==> src/rtl/bls_pkg.sv <==
// Shared constants, register codes and record types for the line pixel stepper.
`default_nettype none

package bls_pkg;

   localparam int COORD_W     = 16;
   localparam int WIN_W       = 14;
   localparam int BPP_W       = 7;
   localparam int STRIDE_W    = 16;
   localparam int COLOR_W     = 32;
   localparam int OFFSET_W    = 32;
   localparam int PCT_W       = 7;
   localparam int ACTION_W    = 1;

   localparam int DELTA_W     = COORD_W + 1;
   localparam int ERR_W       = COORD_W + 3;
   localparam int COUNT_W     = COORD_W + 1;
   localparam int CMP_W       = ((COORD_W > WIN_W) ? COORD_W : WIN_W) + 1;
   localparam int NUM_W       = COUNT_W + PCT_W;
   localparam int BIT_W       = $clog2(PCT_W);
   localparam int BYTE_STEP_W = BPP_W - 3;

   localparam int PCT_SCALE   = 100;

   localparam int QUEUE_DEPTH = 2;
   localparam int QPTR_W      = $clog2(QUEUE_DEPTH);
   localparam int QCNT_W      = QPTR_W + 1;

   localparam int CSR_INDEX_W = 8;
   localparam int CSR_DATA_W  = 16;

   localparam logic [CSR_INDEX_W-1:0] CSR_BITS_PER_PIXEL = CSR_INDEX_W'(0);
   localparam logic [CSR_INDEX_W-1:0] CSR_LINE_STRIDE    = CSR_INDEX_W'(1);
   localparam logic [CSR_INDEX_W-1:0] CSR_WINDOW_WIDTH   = CSR_INDEX_W'(2);
   localparam logic [CSR_INDEX_W-1:0] CSR_WINDOW_HEIGHT  = CSR_INDEX_W'(3);

   localparam logic [BPP_W-1:0]    RESET_BITS_PER_PIXEL = BPP_W'(32);
   localparam logic [STRIDE_W-1:0] RESET_LINE_STRIDE    = STRIDE_W'(7680);
   localparam logic [WIN_W-1:0]    RESET_WINDOW_WIDTH   = WIN_W'(1920);
   localparam logic [WIN_W-1:0]    RESET_WINDOW_HEIGHT  = WIN_W'(1080);

   localparam logic [ACTION_W-1:0] ACTION_START = 1'b0;
   localparam logic [ACTION_W-1:0] ACTION_STEP  = 1'b1;

   typedef struct packed {
      logic [BPP_W-1:0]    bits_per_pixel;
      logic [STRIDE_W-1:0] line_stride;
      logic [WIN_W-1:0]    window_width;
      logic [WIN_W-1:0]    window_height;
   } bls_cfg_type;

   // One pixel of the walk as handed from the stepper to the output side.
   typedef struct packed {
      logic [WIN_W-1:0]   x;
      logic [WIN_W-1:0]   y;
      logic               visible;
      logic [COUNT_W-1:0] count;
      logic [COUNT_W-1:0] major;
      logic [COLOR_W-1:0] first_color;
      logic [COLOR_W-1:0] second_color;
      logic               gradient;
      logic               last;
   } bls_pixel_type;

endpackage

`default_nettype wire

==> src/rtl/bls_req_if.sv <==
// Input channel: start and step items.
`default_nettype none

interface bls_req_if;
   import bls_pkg::*;

   logic                      valid;
   logic                      ready;
   logic [ACTION_W-1:0]       action;
   logic signed [COORD_W-1:0] start_x;
   logic signed [COORD_W-1:0] start_y;
   logic signed [COORD_W-1:0] end_x;
   logic signed [COORD_W-1:0] end_y;
   logic [COLOR_W-1:0]        start_color;
   logic [COLOR_W-1:0]        end_color;

   modport source (output valid, action, start_x, start_y, end_x, end_y,
                   start_color, end_color, input ready);
   modport sink (input valid, action, start_x, start_y, end_x, end_y,
                 start_color, end_color, output ready);
endinterface

`default_nettype wire

==> src/rtl/bls_rsp_if.sv <==
// Result channel: one record per stepped pixel, visible or not.
`default_nettype none

interface bls_rsp_if;
   import bls_pkg::*;

   logic                valid;
   logic                ready;
   logic [OFFSET_W-1:0] pixel_offset;
   logic                visible;
   logic [COLOR_W-1:0]  first_color;
   logic [COLOR_W-1:0]  second_color;
   logic                gradient_mode;
   logic [PCT_W-1:0]    gradient_percent;
   logic                last;

   modport source (output valid, pixel_offset, visible, first_color, second_color,
                   gradient_mode, gradient_percent, last, input ready);
   modport sink (input valid, pixel_offset, visible, first_color, second_color,
                 gradient_mode, gradient_percent, last, output ready);
endinterface

`default_nettype wire

==> src/rtl/bls_csr_if.sv <==
// Register write channel.
`default_nettype none

interface bls_csr_if;
   import bls_pkg::*;

   logic                   valid;
   logic                   ready;
   logic [CSR_INDEX_W-1:0] index;
   logic [CSR_DATA_W-1:0]  data;

   modport source (output valid, index, data, input ready);
   modport sink (input valid, index, data, output ready);
endinterface

`default_nettype wire

==> src/rtl/bls_front.sv <==
// Line setup and Bresenham stepping; one pixel record per step item while a line is active.
`default_nettype none

module bls_front (
   input  logic                  clock,
   input  logic                  reset,
   input  bls_pkg::bls_cfg_type  cfg,
   bls_req_if.sink               req_ch,
   output logic                  push,
   output bls_pkg::bls_pixel_type push_data,
   input  logic                  full
);
   import bls_pkg::*;

   logic                      active_ff, active_in;
   logic signed [COORD_W-1:0] cur_x_ff, cur_x_in, cur_y_ff, cur_y_in;
   logic signed [COORD_W-1:0] tgt_x_ff, tgt_x_in, tgt_y_ff, tgt_y_in;
   logic [DELTA_W-1:0]        dx_ff, dx_in, dy_ff, dy_in;
   logic                      neg_x_ff, neg_x_in, neg_y_ff, neg_y_in;
   logic signed [ERR_W-1:0]   err_ff, err_in;
   logic [COUNT_W-1:0]        count_ff, count_in, major_ff, major_in;
   logic [COLOR_W-1:0]        color_a_ff, color_a_in, color_b_ff, color_b_in;

   logic                      accept;
   logic signed [DELTA_W-1:0] sx_w, sy_w, ex_w, ey_w, diff_x, diff_y;
   logic [DELTA_W-1:0]        new_dx, new_dy, new_max;
   logic signed [CMP_W-1:0]   sx_c, sy_c, cx, cy, wx, hy;
   logic                      start_ok;
   logic signed [ERR_W-1:0]   new_err, dxs, dys;
   logic                      vis, fin, move_x, move_y;

   assign req_ch.ready = !full;
   assign accept = req_ch.valid && req_ch.ready;

   assign wx = signed'(CMP_W'(cfg.window_width));
   assign hy = signed'(CMP_W'(cfg.window_height));

   // Line setup.
   always_comb begin
      sx_w = DELTA_W'(req_ch.start_x);
      sy_w = DELTA_W'(req_ch.start_y);
      ex_w = DELTA_W'(req_ch.end_x);
      ey_w = DELTA_W'(req_ch.end_y);
      diff_x = ex_w - sx_w;
      diff_y = ey_w - sy_w;
      new_dx = diff_x[DELTA_W-1] ? DELTA_W'(-diff_x) : DELTA_W'(diff_x);
      new_dy = diff_y[DELTA_W-1] ? DELTA_W'(-diff_y) : DELTA_W'(diff_y);
      sx_c = CMP_W'(req_ch.start_x);
      sy_c = CMP_W'(req_ch.start_y);
      start_ok = (!req_ch.start_x[COORD_W-1] && (sx_c < wx)) ||
                 (!req_ch.start_y[COORD_W-1] && (sy_c < hy));
      if (new_dx > new_dy) begin
         new_err = signed'(ERR_W'(new_dx >> 1));
         new_max = new_dx;
      end else begin
         new_err = -signed'(ERR_W'(new_dy >> 1));
         new_max = new_dy;
      end
   end

   // Current pixel classification and the next Bresenham move.
   always_comb begin
      cx = CMP_W'(cur_x_ff);
      cy = CMP_W'(cur_y_ff);
      vis = (cx > 0) && (cx < wx) && (cy > 0) && (cy < hy);
      fin = (cur_x_ff == tgt_x_ff) && (cur_y_ff == tgt_y_ff);
      dxs = signed'(ERR_W'(dx_ff));
      dys = signed'(ERR_W'(dy_ff));
      move_x = err_ff > -dxs;
      move_y = err_ff < dys;
   end

   assign push = accept && (req_ch.action == ACTION_STEP) && active_ff;

   always_comb begin
      push_data.x            = vis ? cx[WIN_W-1:0] : '0;
      push_data.y            = vis ? cy[WIN_W-1:0] : '0;
      push_data.visible      = vis;
      push_data.count        = count_ff;
      push_data.major        = major_ff;
      push_data.first_color  = color_a_ff;
      push_data.second_color = color_b_ff;
      push_data.gradient     = color_a_ff != color_b_ff;
      push_data.last         = fin;
   end

   always_comb begin
      active_in  = active_ff;
      cur_x_in   = cur_x_ff;
      cur_y_in   = cur_y_ff;
      tgt_x_in   = tgt_x_ff;
      tgt_y_in   = tgt_y_ff;
      dx_in      = dx_ff;
      dy_in      = dy_ff;
      neg_x_in   = neg_x_ff;
      neg_y_in   = neg_y_ff;
      err_in     = err_ff;
      count_in   = count_ff;
      major_in   = major_ff;
      color_a_in = color_a_ff;
      color_b_in = color_b_ff;
      if (accept && (req_ch.action == ACTION_START)) begin
         active_in  = start_ok;
         cur_x_in   = req_ch.start_x;
         cur_y_in   = req_ch.start_y;
         tgt_x_in   = req_ch.end_x;
         tgt_y_in   = req_ch.end_y;
         dx_in      = new_dx;
         dy_in      = new_dy;
         neg_x_in   = !(req_ch.start_x < req_ch.end_x);
         neg_y_in   = !(req_ch.start_y < req_ch.end_y);
         err_in     = new_err;
         count_in   = '0;
         major_in   = (new_max == '0) ? COUNT_W'(1) : COUNT_W'(new_max);
         color_a_in = req_ch.start_color;
         color_b_in = req_ch.end_color;
      end else if (push) begin
         if (vis) begin
            count_in = COUNT_W'(count_ff + 1'b1);
         end
         if (fin) begin
            active_in = 1'b0;
         end else begin
            err_in = err_ff - (move_x ? dys : '0) + (move_y ? dxs : '0);
            if (move_x) begin
               cur_x_in = neg_x_ff ? COORD_W'(cur_x_ff - 1'b1) : COORD_W'(cur_x_ff + 1'b1);
            end
            if (move_y) begin
               cur_y_in = neg_y_ff ? COORD_W'(cur_y_ff - 1'b1) : COORD_W'(cur_y_ff + 1'b1);
            end
         end
      end
   end

   always_ff @(posedge clock) begin
      if (reset) begin
         active_ff <= 1'b0;
      end else begin
         active_ff <= active_in;
      end
      cur_x_ff   <= cur_x_in;
      cur_y_ff   <= cur_y_in;
      tgt_x_ff   <= tgt_x_in;
      tgt_y_ff   <= tgt_y_in;
      dx_ff      <= dx_in;
      dy_ff      <= dy_in;
      neg_x_ff   <= neg_x_in;
      neg_y_ff   <= neg_y_in;
      err_ff     <= err_in;
      count_ff   <= count_in;
      major_ff   <= major_in;
      color_a_ff <= color_a_in;
      color_b_ff <= color_b_in;
   end

endmodule

`default_nettype wire

==> src/rtl/bls_fifo.sv <==
// Short pixel queue between the stepper and the output side.
`default_nettype none

module bls_fifo (
   input  logic                   clock,
   input  logic                   reset,
   input  logic                   push,
   input  bls_pkg::bls_pixel_type push_data,
   output logic                   full,
   input  logic                   pop,
   output bls_pkg::bls_pixel_type pop_data,
   output logic                   empty
);
   import bls_pkg::*;

   bls_pixel_type       entry_ff [QUEUE_DEPTH];
   logic [QPTR_W-1:0]   wr_ptr_ff, wr_ptr_in, rd_ptr_ff, rd_ptr_in;
   logic [QCNT_W-1:0]   fill_ff, fill_in;

   assign full     = fill_ff == QCNT_W'(QUEUE_DEPTH);
   assign empty    = fill_ff == '0;
   assign pop_data = entry_ff[rd_ptr_ff];

   always_comb begin
      wr_ptr_in = push ? QPTR_W'(wr_ptr_ff + 1'b1) : wr_ptr_ff;
      rd_ptr_in = pop ? QPTR_W'(rd_ptr_ff + 1'b1) : rd_ptr_ff;
      fill_in   = fill_ff;
      if (push && !pop) begin
         fill_in = QCNT_W'(fill_ff + 1'b1);
      end else if (pop && !push) begin
         fill_in = QCNT_W'(fill_ff - 1'b1);
      end
   end

   always_ff @(posedge clock) begin
      if (reset) begin
         wr_ptr_ff <= '0;
         rd_ptr_ff <= '0;
         fill_ff   <= '0;
      end else begin
         wr_ptr_ff <= wr_ptr_in;
         rd_ptr_ff <= rd_ptr_in;
         fill_ff   <= fill_in;
      end
      if (push) begin
         entry_ff[wr_ptr_ff] <= push_data;
      end
   end

   a_no_overflow: assert property (@(posedge clock) disable iff (reset)
      !(push && full && !pop))
      else $error("pixel queue written while full");

endmodule

`default_nettype wire

==> src/rtl/bls_back.sv <==
// Output side: byte offset, gradient percent by shift-subtract division, result register.
`default_nettype none

module bls_back (
   input  logic                   clock,
   input  logic                   reset,
   input  bls_pkg::bls_cfg_type   cfg,
   input  logic                   empty,
   input  bls_pkg::bls_pixel_type pop_data,
   output logic                   pop,
   bls_rsp_if.source              rsp_ch
);
   import bls_pkg::*;

   localparam logic [1:0] ST_IDLE = 2'd0;
   localparam logic [1:0] ST_MUL  = 2'd1;
   localparam logic [1:0] ST_DIV  = 2'd2;
   localparam logic [1:0] ST_OUT  = 2'd3;

   logic [1:0]            state_ff, state_in;
   bls_pixel_type         rec_ff, rec_in;
   logic [OFFSET_W-1:0]   off_ff, off_in;
   logic [NUM_W-1:0]      rem_ff, rem_in;
   logic [COUNT_W-1:0]    den_ff, den_in;
   logic [BIT_W-1:0]      bit_ff, bit_in;
   logic [PCT_W-1:0]      quo_ff, quo_in;

   logic                  rsp_valid_ff, rsp_valid_in;
   bls_pixel_type         rsp_rec_ff, rsp_rec_in;
   logic [OFFSET_W-1:0]   rsp_off_ff, rsp_off_in;
   logic [PCT_W-1:0]      rsp_pct_ff, rsp_pct_in;

   logic [BYTE_STEP_W+WIN_W-1:0] prod_x;
   logic [STRIDE_W+WIN_W-1:0]    prod_y;
   logic [NUM_W-1:0]             trial;
   logic                         slot_free;

   assign pop       = (state_ff == ST_IDLE) && !empty;
   assign slot_free = !rsp_valid_ff || rsp_ch.ready;

   always_comb begin
      prod_x = cfg.bits_per_pixel[BPP_W-1:3] * rec_ff.x;
      prod_y = cfg.line_stride * rec_ff.y;
      trial  = NUM_W'(den_ff) << bit_ff;
   end

   always_comb begin
      state_in     = state_ff;
      rec_in       = rec_ff;
      off_in       = off_ff;
      rem_in       = rem_ff;
      den_in       = den_ff;
      bit_in       = bit_ff;
      quo_in       = quo_ff;
      rsp_valid_in = rsp_valid_ff && !rsp_ch.ready;
      rsp_rec_in   = rsp_rec_ff;
      rsp_off_in   = rsp_off_ff;
      rsp_pct_in   = rsp_pct_ff;
      unique case (state_ff)
         ST_IDLE: begin
            if (!empty) begin
               rec_in   = pop_data;
               state_in = ST_MUL;
            end
         end
         ST_MUL: begin
            off_in = OFFSET_W'(prod_x) + OFFSET_W'(prod_y);
            rem_in = NUM_W'(rec_ff.count) * NUM_W'(PCT_SCALE);
            den_in = rec_ff.major;
            bit_in = BIT_W'(PCT_W - 1);
            quo_in = '0;
            state_in = (rec_ff.visible && rec_ff.gradient) ? ST_DIV : ST_OUT;
         end
         ST_DIV: begin
            // The quotient never exceeds 100, so seven restoring steps cover it.
            if (rem_ff >= trial) begin
               rem_in         = rem_ff - trial;
               quo_in[bit_ff] = 1'b1;
            end
            if (bit_ff == '0) begin
               state_in = ST_OUT;
            end else begin
               bit_in = BIT_W'(bit_ff - 1'b1);
            end
         end
         ST_OUT: begin
            if (slot_free) begin
               rsp_valid_in = 1'b1;
               rsp_rec_in   = rec_ff;
               rsp_off_in   = rec_ff.visible ? off_ff : '0;
               rsp_pct_in   = quo_ff;
               state_in     = ST_IDLE;
            end
         end
         default: begin
            state_in = ST_IDLE;
         end
      endcase
   end

   always_ff @(posedge clock) begin
      if (reset) begin
         state_ff     <= ST_IDLE;
         rsp_valid_ff <= 1'b0;
      end else begin
         state_ff     <= state_in;
         rsp_valid_ff <= rsp_valid_in;
      end
      rec_ff     <= rec_in;
      off_ff     <= off_in;
      rem_ff     <= rem_in;
      den_ff     <= den_in;
      bit_ff     <= bit_in;
      quo_ff     <= quo_in;
      rsp_rec_ff <= rsp_rec_in;
      rsp_off_ff <= rsp_off_in;
      rsp_pct_ff <= rsp_pct_in;
   end

   assign rsp_ch.valid            = rsp_valid_ff;
   assign rsp_ch.pixel_offset     = rsp_off_ff;
   assign rsp_ch.visible          = rsp_rec_ff.visible;
   assign rsp_ch.first_color      = rsp_rec_ff.first_color;
   assign rsp_ch.second_color     = rsp_rec_ff.second_color;
   assign rsp_ch.gradient_mode    = rsp_rec_ff.gradient;
   assign rsp_ch.gradient_percent = rsp_pct_ff;
   assign rsp_ch.last             = rsp_rec_ff.last;

   a_pct_range: assert property (@(posedge clock) disable iff (reset)
      rsp_valid_ff |-> (rsp_pct_ff <= PCT_W'(PCT_SCALE)))
      else $error("gradient percent above full scale");

   a_hidden_zero: assert property (@(posedge clock) disable iff (reset)
      (rsp_valid_ff && !rsp_rec_ff.visible) |-> (rsp_off_ff == '0 && rsp_pct_ff == '0))
      else $error("hidden pixel carries offset or percent");

   a_div_den: assert property (@(posedge clock) disable iff (reset)
      (state_ff == ST_DIV) |-> (den_ff != '0))
      else $error("percent division with zero divisor");

endmodule

`default_nettype wire

==> src/rtl/bresenham_line_pixel_stepper.sv <==
// Top level of the Bresenham line pixel stepper.
// A start item (action 0) sets up a line and produces no result; a step item (action 1)
// is taken while the queue has room and, if a line is active, makes the stepper walk one
// step and queue one pixel record in a two-entry queue. The output side handles one pixel
// at a time through its idle, multiply and output states, with a divide state between
// when the pixel is visible and the colors differ, because the gradient percent comes
// from a shift-subtract divider that resolves one quotient bit per cycle over seven bits.
// Results wait in an output register, so the stepper keeps taking items while a result
// is held and the queue has room. Registers are written through the csr channel, which is
// always ready, only while the block is idle: a rule on the user, unchecked by the block.
`default_nettype none

module bresenham_line_pixel_stepper (
   input  logic      clock,
   input  logic      reset,
   bls_req_if.sink   req_ch,
   bls_rsp_if.source rsp_ch,
   bls_csr_if.sink   csr_ch
);
   import bls_pkg::*;

   bls_cfg_type   cfg_ff, cfg_in;
   logic          push, pop, full, empty;
   bls_pixel_type push_data, pop_data;

   assign csr_ch.ready = 1'b1;

   always_comb begin
      cfg_in = cfg_ff;
      if (csr_ch.valid) begin
         unique case (csr_ch.index)
            CSR_BITS_PER_PIXEL: cfg_in.bits_per_pixel = csr_ch.data[BPP_W-1:0];
            CSR_LINE_STRIDE:    cfg_in.line_stride    = csr_ch.data[STRIDE_W-1:0];
            CSR_WINDOW_WIDTH:   cfg_in.window_width   = csr_ch.data[WIN_W-1:0];
            CSR_WINDOW_HEIGHT:  cfg_in.window_height  = csr_ch.data[WIN_W-1:0];
            default: begin
               cfg_in = cfg_ff;
            end
         endcase
      end
   end

   always_ff @(posedge clock) begin
      if (reset) begin
         cfg_ff.bits_per_pixel <= RESET_BITS_PER_PIXEL;
         cfg_ff.line_stride    <= RESET_LINE_STRIDE;
         cfg_ff.window_width   <= RESET_WINDOW_WIDTH;
         cfg_ff.window_height  <= RESET_WINDOW_HEIGHT;
      end else begin
         cfg_ff <= cfg_in;
      end
   end

   bls_front u_front (
      .clock     (clock),
      .reset     (reset),
      .cfg       (cfg_ff),
      .req_ch    (req_ch),
      .push      (push),
      .push_data (push_data),
      .full      (full)
   );

   bls_fifo u_fifo (
      .clock     (clock),
      .reset     (reset),
      .push      (push),
      .push_data (push_data),
      .full      (full),
      .pop       (pop),
      .pop_data  (pop_data),
      .empty     (empty)
   );

   bls_back u_back (
      .clock    (clock),
      .reset    (reset),
      .cfg      (cfg_ff),
      .empty    (empty),
      .pop_data (pop_data),
      .pop      (pop),
      .rsp_ch   (rsp_ch)
   );

endmodule

`default_nettype wire
==> src/flat_wrapper.sv <==
// flat-port wrapper written by rule: the top's interface ports become plain ports
module bresenham_line_pixel_stepper_flat import bls_pkg::*;
  (clock, reset, req_ch_valid, req_ch_action, req_ch_start_x, req_ch_start_y, req_ch_end_x, req_ch_end_y, req_ch_start_color, req_ch_end_color, req_ch_ready, rsp_ch_valid, rsp_ch_pixel_offset, rsp_ch_visible, rsp_ch_first_color, rsp_ch_second_color, rsp_ch_gradient_mode, rsp_ch_gradient_percent, rsp_ch_last, rsp_ch_ready, csr_ch_valid, csr_ch_index, csr_ch_data, csr_ch_ready);
  bls_req_if req_ch_i ();
  bls_rsp_if rsp_ch_i ();
  bls_csr_if csr_ch_i ();
  input  logic clock;
  input  logic reset;
  input wire logic [$bits(req_ch_i.valid)-1:0] req_ch_valid;
  input wire logic [$bits(req_ch_i.action)-1:0] req_ch_action;
  input wire logic [$bits(req_ch_i.start_x)-1:0] req_ch_start_x;
  input wire logic [$bits(req_ch_i.start_y)-1:0] req_ch_start_y;
  input wire logic [$bits(req_ch_i.end_x)-1:0] req_ch_end_x;
  input wire logic [$bits(req_ch_i.end_y)-1:0] req_ch_end_y;
  input wire logic [$bits(req_ch_i.start_color)-1:0] req_ch_start_color;
  input wire logic [$bits(req_ch_i.end_color)-1:0] req_ch_end_color;
  output wire logic [$bits(req_ch_i.ready)-1:0] req_ch_ready;
  output wire logic [$bits(rsp_ch_i.valid)-1:0] rsp_ch_valid;
  output wire logic [$bits(rsp_ch_i.pixel_offset)-1:0] rsp_ch_pixel_offset;
  output wire logic [$bits(rsp_ch_i.visible)-1:0] rsp_ch_visible;
  output wire logic [$bits(rsp_ch_i.first_color)-1:0] rsp_ch_first_color;
  output wire logic [$bits(rsp_ch_i.second_color)-1:0] rsp_ch_second_color;
  output wire logic [$bits(rsp_ch_i.gradient_mode)-1:0] rsp_ch_gradient_mode;
  output wire logic [$bits(rsp_ch_i.gradient_percent)-1:0] rsp_ch_gradient_percent;
  output wire logic [$bits(rsp_ch_i.last)-1:0] rsp_ch_last;
  input wire logic [$bits(rsp_ch_i.ready)-1:0] rsp_ch_ready;
  input wire logic [$bits(csr_ch_i.valid)-1:0] csr_ch_valid;
  input wire logic [$bits(csr_ch_i.index)-1:0] csr_ch_index;
  input wire logic [$bits(csr_ch_i.data)-1:0] csr_ch_data;
  output wire logic [$bits(csr_ch_i.ready)-1:0] csr_ch_ready;
  assign req_ch_i.valid = req_ch_valid;
  assign req_ch_i.action = req_ch_action;
  assign req_ch_i.start_x = req_ch_start_x;
  assign req_ch_i.start_y = req_ch_start_y;
  assign req_ch_i.end_x = req_ch_end_x;
  assign req_ch_i.end_y = req_ch_end_y;
  assign req_ch_i.start_color = req_ch_start_color;
  assign req_ch_i.end_color = req_ch_end_color;
  assign req_ch_ready = req_ch_i.ready;
  assign rsp_ch_valid = rsp_ch_i.valid;
  assign rsp_ch_pixel_offset = rsp_ch_i.pixel_offset;
  assign rsp_ch_visible = rsp_ch_i.visible;
  assign rsp_ch_first_color = rsp_ch_i.first_color;
  assign rsp_ch_second_color = rsp_ch_i.second_color;
  assign rsp_ch_gradient_mode = rsp_ch_i.gradient_mode;
  assign rsp_ch_gradient_percent = rsp_ch_i.gradient_percent;
  assign rsp_ch_last = rsp_ch_i.last;
  assign rsp_ch_i.ready = rsp_ch_ready;
  assign csr_ch_i.valid = csr_ch_valid;
  assign csr_ch_i.index = csr_ch_index;
  assign csr_ch_i.data = csr_ch_data;
  assign csr_ch_ready = csr_ch_i.ready;
  bresenham_line_pixel_stepper u_core (.clock(clock), .reset(reset), .req_ch(req_ch_i), .rsp_ch(rsp_ch_i), .csr_ch(csr_ch_i));
endmodule
==> config.mk <==
export PLATFORM = sky130hd
export DESIGN_NAME = bresenham_line_pixel_stepper_flat
export DESIGN_NICKNAME = d
export VERILOG_FILES = /design/src/rtl/bls_pkg.sv /design/src/rtl/bls_req_if.sv /design/src/rtl/bls_rsp_if.sv /design/src/rtl/bls_csr_if.sv /design/src/rtl/bls_front.sv /design/src/rtl/bls_fifo.sv /design/src/rtl/bls_back.sv /design/src/rtl/bresenham_line_pixel_stepper.sv /design/src/flat_wrapper.sv
export SDC_FILE = /design/constraint.sdc
export NUM_CORES = 2
export LEC_CHECK = 0
export BUFFER_PORTS_ARGS = -buffer_cell sky130_fd_sc_hd__clkbuf_2
export CAP_MARGIN = 20
export CORE_ASPECT_RATIO = 1.2
export CORE_MARGIN = 3
export CORE_UTILIZATION = 31
export CTS_BUF_LIST = sky130_fd_sc_hd__clkbuf_8
export CTS_CLUSTER_DIAMETER = 50
export CTS_CLUSTER_SIZE = 12
export DETAILED_ROUTE_END_ITERATION = 10
export GPL_TIMING_DRIVEN = 0
export RECOVER_POWER = 25
export SLEW_MARGIN = 25
export SYNTH_ARGS = -nofsm -noshare
export SYNTH_HDL_FRONTEND = slang
export SYNTH_SLANG_ARGS = --single-unit
==> constraint.sdc <==
create_clock -name clock -period 13.3 [get_ports clock]
set_input_delay 0.665 -clock clock [delete_from_list [all_inputs] [get_ports clock]]
set_output_delay 0.665 -clock clock [all_outputs]
set_load 0.005 [all_outputs]
; Yosys cells after proc, flatten, opt, wreduce, memory -nomap -nowiden
; Memory sizes are Yosys's and may differ from the RTL's. A register that Yosys moved wholly into a read port is not among the register bits.
; Index checks and enable logic that the tools add are counted.
[classes]
eq_ne = 16
muxes = 43
bitwise = 3
n_mul = 3
n_addsub = 20
order_cmp = 14
n_reduce_logical = 53
shift = 1
[op_table]
columns = cell, count
row1 = 16-bit 2-to-1 mux, 10
row2 = 17-bit 2-to-1 mux, 5
row3 = 19-bit 2-to-1 mux, 4
row4 = 16-bit by 15-bit < comparator with 1-bit output, 4
row5 = 24-bit one-hot mux with 2 select lines, 1
row6 = 17-bit negation, 2
row7 = 16-bit by 16-bit subtractor with 17-bit output, 2
row8 = "16-bit by 1-bit adder with 16-bit output, second input constant", 2
row9 = 16-bit equality test, 2
row10 = "16-bit by 1-bit greater-than comparator with 1-bit output, second input constant", 2
row11 = 16-bit < comparator, 2
row12 = 32-bit inequality test, 1
row13 = "16-bit by 1-bit subtractor with 16-bit output, second input constant", 2
row14 = 18-bit by 30-bit adder with 31-bit output, 1
row15 = 16-bit by 14-bit multiplier with 30-bit output, 1
row16 = 14-bit 2-to-1 mux, 2
row17 = 24-bit greater-or-equal comparator, 1
row18 = 24-bit 2-to-1 mux, 1
row19 = 17-bit by 3-bit left shift with 24-bit output, 1
row20 = 24-bit subtractor, 1
row21 = "17-bit by 5-bit multiplier with 22-bit output, second input constant", 1
row22 = 2-bit AND reduction, 11
row23 = 19-bit by 17-bit adder with 19-bit output, 1
row24 = 19-bit greater-than comparator, 1
row25 = 38 further kinds, 92
[word_totals]
ramBits = 258
ff_bits = 465
wordCells = 189
mem_count = 1
inputBits = 158
[mem_list]
columns = memory, depth, word_bits, read_ports, rd_ports_with_merged_regs, write_ports, line_no
row1 = u_core.u_fifo.entry_ff, 2, 129, 1, 1, 1, bls_fifo.sv:16  ; bls_pixel_type entry_ff [QUEUE_DEPTH];

; Logic depth before layout (Yosys ltp)
[depth]
word_depth = 9
mapped_depth = 30

; Cells and area by module
; From an unflattened synthesis, not the netlist that was laid out.
[hier_totals]
cells_unflattened = 4429
hier_area_um2 = 52394.0
[modules_own_cells]
columns = mod, area_per_inst_um2, instances, cells_each
row1 = bls_back, 23219.8, 1, 1994
row2 = bls_front, 17494.3, 1, 1813
row3 = bls_fifo, 9559.2, 1, 423
row4 = bresenham_line_pixel_stepper, 2120.8, 1, 199

; Worst setup path before layout
; Ideal clock, no wire load.
[synth_path]
path_type = input-to-reg
start = input req_ch_valid
end = memory u_core.u_fifo.entry_ff[0][0] (netlist bit), enable pin
t_arrival_ns = 6.310
path_slack_ns = 6.371
setup_time_ns = 0.619
stages = 3
path_cell_list = and2_1 > nand3_1 > nor2_1
[synth_via]
elab_chain_len = 5
[synth_lines]
columns = item, line_no
row1 = start: declaration, flat_wrapper.sv:9  ; input wire logic [$bits(req_ch_i.valid)-1:0] req_ch_valid;
row2 = 1-bit logical AND, bls_front.sv:33  ; assign accept = req_ch.valid && req_ch.ready;
row3 = 1-bit logical AND (2 in series), bls_front.sv:73  ; assign push = accept && (req_ch.action == ACTION_STEP) && active_ff;
row4 = 1-bit 2-to-1 mux, bls_fifo.sv:45  ; if (push) begin
row5 = 1-bit 2-to-1 mux (implied by the code), bls_fifo.sv:46  ; entry_ff[wr_ptr_ff] <= push_data;
row6 = end: declaration, bls_fifo.sv:16
; Every way passes these cells.

; Worst setup path after layout
[layout_path]
start = register u_core.cfg_ff[36] (netlist bit)
end = register u_core.u_back.off_ff[30] (data pin)
[layout_via]
elab_chain_len = 2
[layout_lines]
columns = item, line_no
row1 = start: declaration, bresenham_line_pixel_stepper.sv:22  ; bls_cfg_type cfg_ff, cfg_in;
row2 = start signal: assignment, bresenham_line_pixel_stepper.sv:50  ; cfg_ff <= cfg_in;
row3 = 16-bit by 14-bit multiplier with 30-bit output, bls_back.sv:43  ; prod_y = cfg.line_stride * rec_ff.y;
row4 = 18-bit by 30-bit adder with 31-bit output, bls_back.sv:67  ; off_in = OFFSET_W'(prod_x) + OFFSET_W'(prod_y);
row5 = end signal: assignment, bls_back.sv:110  ; off_ff <= off_in;
row6 = end: declaration, bls_back.sv:22  ; logic [OFFSET_W-1:0] off_ff, off_in;
; Every way passes these cells.
; A chain may end at the register's enable or synchronous reset.

==> impl_metrics.yaml <==
timing:
  clock_skew_ns: 0.0747
  final.setup.tns_ns: 0
  maxSlewHeadroom_pct: 27.5
  slew_viol_final: 0
  setup_viol: 0
  final-hold-violation-count: 0
  fmax_mhz: 124
  rsz0062_at_grt: "no"
  tightest_slew_ns: 1.09
  finalCritPeriodShare_pct: 60.5
  min_period_ns: 8.05
cts:
  cts_tree: "done"
  cts_root_buffer: "clkbuf_8"
  cts_sinks: 847
  post_cts_buffers: 0
  clk_latency_ns: 0.81
  clk_pin_slew_ns: 0.09
  cts_max_level: 3
  cts.path.max_buffers: 3
  cts_made_buffers: 94
worst_setup_path:
  cp.required_ns: 13.78
  crit_chain: "clkbuf_1 > nand2_1 > fa_1 > inv_1 > fa_1 > fa_1 > fa_1 > inv_1 > fa_1 > inv_1 > fa_1 > ha_1 > a21o_1 > a21o_1 > a21o_1 > a2111oi_0 > o22ai_1 > a21boi_0 > o211ai_1 > a211oi_1 > o21bai_1 > a21oi_1 > xnor2_1"
  crit_family: "adder cells"
  r2r_setup_slack_ns: 5.25
  path_max_fanout: 10
  worstSetupPathType: "reg2reg"
  cp-startpoint: "u_core.cfg_ff[36]"
  worstSetupEndpoint: "u_core.u_back.off_ff[30]"
  crit_top_cell: "fa_1"
  cp.depth: 23
  slowest_delay_ns: 0.57
  r2r-start: "u_core.cfg_ff[36]"
  r2r-end: "u_core.u_back.off_ff[30]"
  critPathLaunchType: "flip-flop"
  cp.buffers_inverters: 4
  cp.arrival_ns: 8.53
  r2r_cells: 23
  cpMaxStageDelayCell: "a2111oi_0"
  critPathCaptureType: "flip-flop"
pwr:
  total_power_mw: 13.2
  p_int_mw: 7.62
  clock_power_share_pct: 13.2
  p_switching_mw: 5.61
  p_leak_nw: 23.8
  seq_power_share_pct: 30.6
  irDropWorstVdd_mv: 0.221
  p_per_area_nw_per_um2: 227
  swShare_pct: 42.4
  p_comb_share_pct: 56.3
synth:
  synth_ff_type: "edfxtp_1"
  yosysTopAreaCell: "edfxtp_1"
  syn_avg_cell_area_um2: 11.8
  syn-num-nets: 5138
  synthTopCellsByArea: "edfxtp_1 (45%), fa_1 (10%), ha_1 (9.4%)"
  yosysSeqAreaShare_pct: 48.3
  syn_area_um2: 51100
  synthArstFlopShare_pct: 0
  synth_edf_count: 774
  yosysWarnings: 0
  synth_top_area_share_pct: 45.4
  ys_ff_latch: 847
  ys_types: 88
  synthCells: 4340
detailed_routing:
  drc: 0
  dr.first_iter.drc_count: 2301
  ant_nets: 0
  drt_wl_total_um: 135000
  firstDrtPassIters: 5
  num_vias: 33817
  wl_per_cell_um: 19.4
  vias_per_cell: 4.83
hold_path:
  worstHoldPathType: "in2reg"
floorplan:
  die-height_um: 451
  fp.dieArea_um2: 170000
  core_um2: 163000
  rows: 162
  io_pins: 267
  start_util_pct: 31.3
  die_x_um: 377
global_route:
  grt_max_degree: 88
  grt_overflow: 0
  grt_pass1_wl_um: 207000
  grt_pass1_vias: 34709
  gr-usage-all-layers_pct: 15.8
  antenna_found_initial: 12
final_layout:
  nets: 5605
  drive_gt1_share_pct: 11.8
  area_delta_synth_final_pct: 14.0
status:
  status: "complete, no violations"
run:
  drv_cap: 0
placement:
  dp_hpwl_um: 107000
  port_buffers: 263
  routabilityCongestion: 0.901
## final cells by class
type	instances	area (µm²)
inverter	566	2130
tap	2132	2670
buffer	122	493
clock inverter	54	459
clock buffer	97	1340
fill	15931	105000
sequential	847	24700
timing repair buffer	371	2620
antenna	7	17.5
multi-input combinational	2805	23900
## layout by cell type (no fill, tap or decap), types with 19 or more instances in the layout
cell type,synthesis,layout
clkbuf_2,0,218
nor4_1,27,26
o21bai_1,19,19
mux2i_1,51,51
xnor2_1,173,172
o21ai_0,105,104
xor2_1,64,64
dfxtp_1,73,73
nor2_1,224,223
nor3_1,52,52
clkbuf_1,99,143
and2_0,1,24
and2_1,174,150
o31ai_1,22,22
edfxtp_1,774,774
or3_1,21,21
nand4_1,48,48
fa_1,256,256
clkbuf_8,0,97
nand2_1,373,373
dlygate4sd3_1,0,84
a21oi_1,184,184
ha_1,384,384
o21a_1,27,27
mux2_2,143,143
a211o_1,24,24
nand3_1,47,47
a21o_1,89,89
and3_1,21,21
inv_1,562,580
a211oi_1,24,23
nor2b_1,24,23
nand2b_1,22,22
## how the worst min path moves through the flow
stage / from / end / slack, ns / depth (start not counted)
4_1_cts: req_ch_end_x[9] / u_core.u_front.tgt_x_ff[9] / 0.002 / 1
5_1_grt: req_ch_end_x[10] / u_core.u_front.tgt_x_ff[10] / 0.11 / 1
6_report: req_ch_end_x[10] / u_core.u_front.tgt_x_ff[10] / 0.16 / 1
3_5_place_dp: u_core.u_back.rec_ff[77] / u_core.u_back.den_ff[11] / 0.40 / 0
2_1_floorplan: u_core.u_back.rec_ff[66] / u_core.u_back.den_ff[0] / 0.40 / 0
3_3_place_gp: u_core.u_back.rec_ff[5] / u_core.u_back.rsp_ch.second_color[3] / 0.40 / 0
## power by group through the flow
stage | Sequential [mW] | Clock (mW) | Combinational [mW]
CTS | 4.05 | 1.81 | 7.48
detailed placement | 4.11 | 0 | 7.39
finish | 4.04 | 1.74 | 7.44
global route | 4.09 | 1.91 | 8.45
global placement | 4.18 | 0 | 7.21
floorplan | 4.01 | 0 | 5.49
## Yosys cell counts (all sizes together), types with 5 or more instances
master and number:
ha 384, nand4 48, buf 23, nand2 373
clkbuf 99, a21o 89, o41ai 12, a41oi 5
nor2 224, nand3 47, a311oi 7, or4 9
xor2 65, a21oi 188, o21bai 19, o21ai 108
or3 22, o2111ai 7, o211ai 13, o22ai 6
a21boi 11, mux2 143, edfxtp 774, a211o 24
a211oi 25, inv 562, and2 175, dfxtp 73
or2 13, a31oi 18, and3 21, nand2b 22
nor2b 24, nor3 52, fa 256, xnor2 173
o21a 27, o31ai 23, mux4 9, nor4 27
mux2i 51, nand3b 6, a2111oi 9
## layer usage
metal  share of wire, %  global-route usage (%)
met5              0.041                       0
met4                3.1                    5.22
met3                5.6                    2.38
met2                 48                    26.7
met1                 44                    20.6
## worst reg2reg max path, cell delays in order (launching register included)
cell	delay, ns
dfxtp_1	0.56
clkbuf_1	0.52
nand2_1	0.16
fa_1	0.56
inv_1	0.05
fa_1	0.46
fa_1	0.52
fa_1	0.56
inv_1	0.05
fa_1	0.53
inv_1	0.05
fa_1	0.47
ha_1	0.37
a21o_1	0.20
a21o_1	0.17
a21o_1	0.20
a2111oi_0	0.57
o22ai_1	0.23
a21boi_0	0.55
o211ai_1	0.23
a211oi_1	0.33
o21bai_1	0.12
a21oi_1	0.18
xnor2_1	0.10
## cell families after synthesis
| logic type | after synthesis | share of synthesized area [%] |
|---|---|---|
| other | 2 | 0.0147 |
| muxes | 203 | 4.54 |
| AOI/OAI and AO/OA | 642 | 8.33 |
| buffers and inverters | 688 | 5.12 |
| adders and majority gates | 640 | 19.4 |
| DFF | 847 | 48.3 |
| and+or+nand+nor | 1080 | 10.2 |
| xor gates and xnor gates | 238 | 4.09 |
## what timing repair did
item                                   CTS  global route
resized for setup                        0             0
hold buffers                            84             0
endpoints found under the hold margin   84             0
## through the flow
step	setup slack [ns]	util (%)	hold WS, ns	cell area [µm²]	instances
finish	5.25	35.7	0.157	58300	7001
global route	4.70	35.7	0.110	58300	6997
CTS	5.22	35.8	0.00178	58400	6994
detailed placement	5.30	34.2	0.405	55700	6759
global placement	2.23	33.8	0.400	55100	6735
floorplan	6.37	-	0.400	51100	4340
## state kept, by name (all words and copies together), names as in the netlist, 19 cells and up
signal	cells
u_core.cfg_ff	48
u_core.u_fifo.entry_ff	258
u_core.u_back.off_ff	31
u_core.u_back.rsp_ch.pixel_offset	31
u_core.u_front.color_a_ff	32
u_core.u_back.rem_ff	24
u_core.u_front.color_b_ff	32
u_core.u_front.err_ff	19
u_core.u_back.rec_ff	129
u_core.u_back.rsp_ch.first_color	32
u_core.u_back.rsp_ch.second_color	32
No activity file was read; power rests on OpenSTA's default activity.
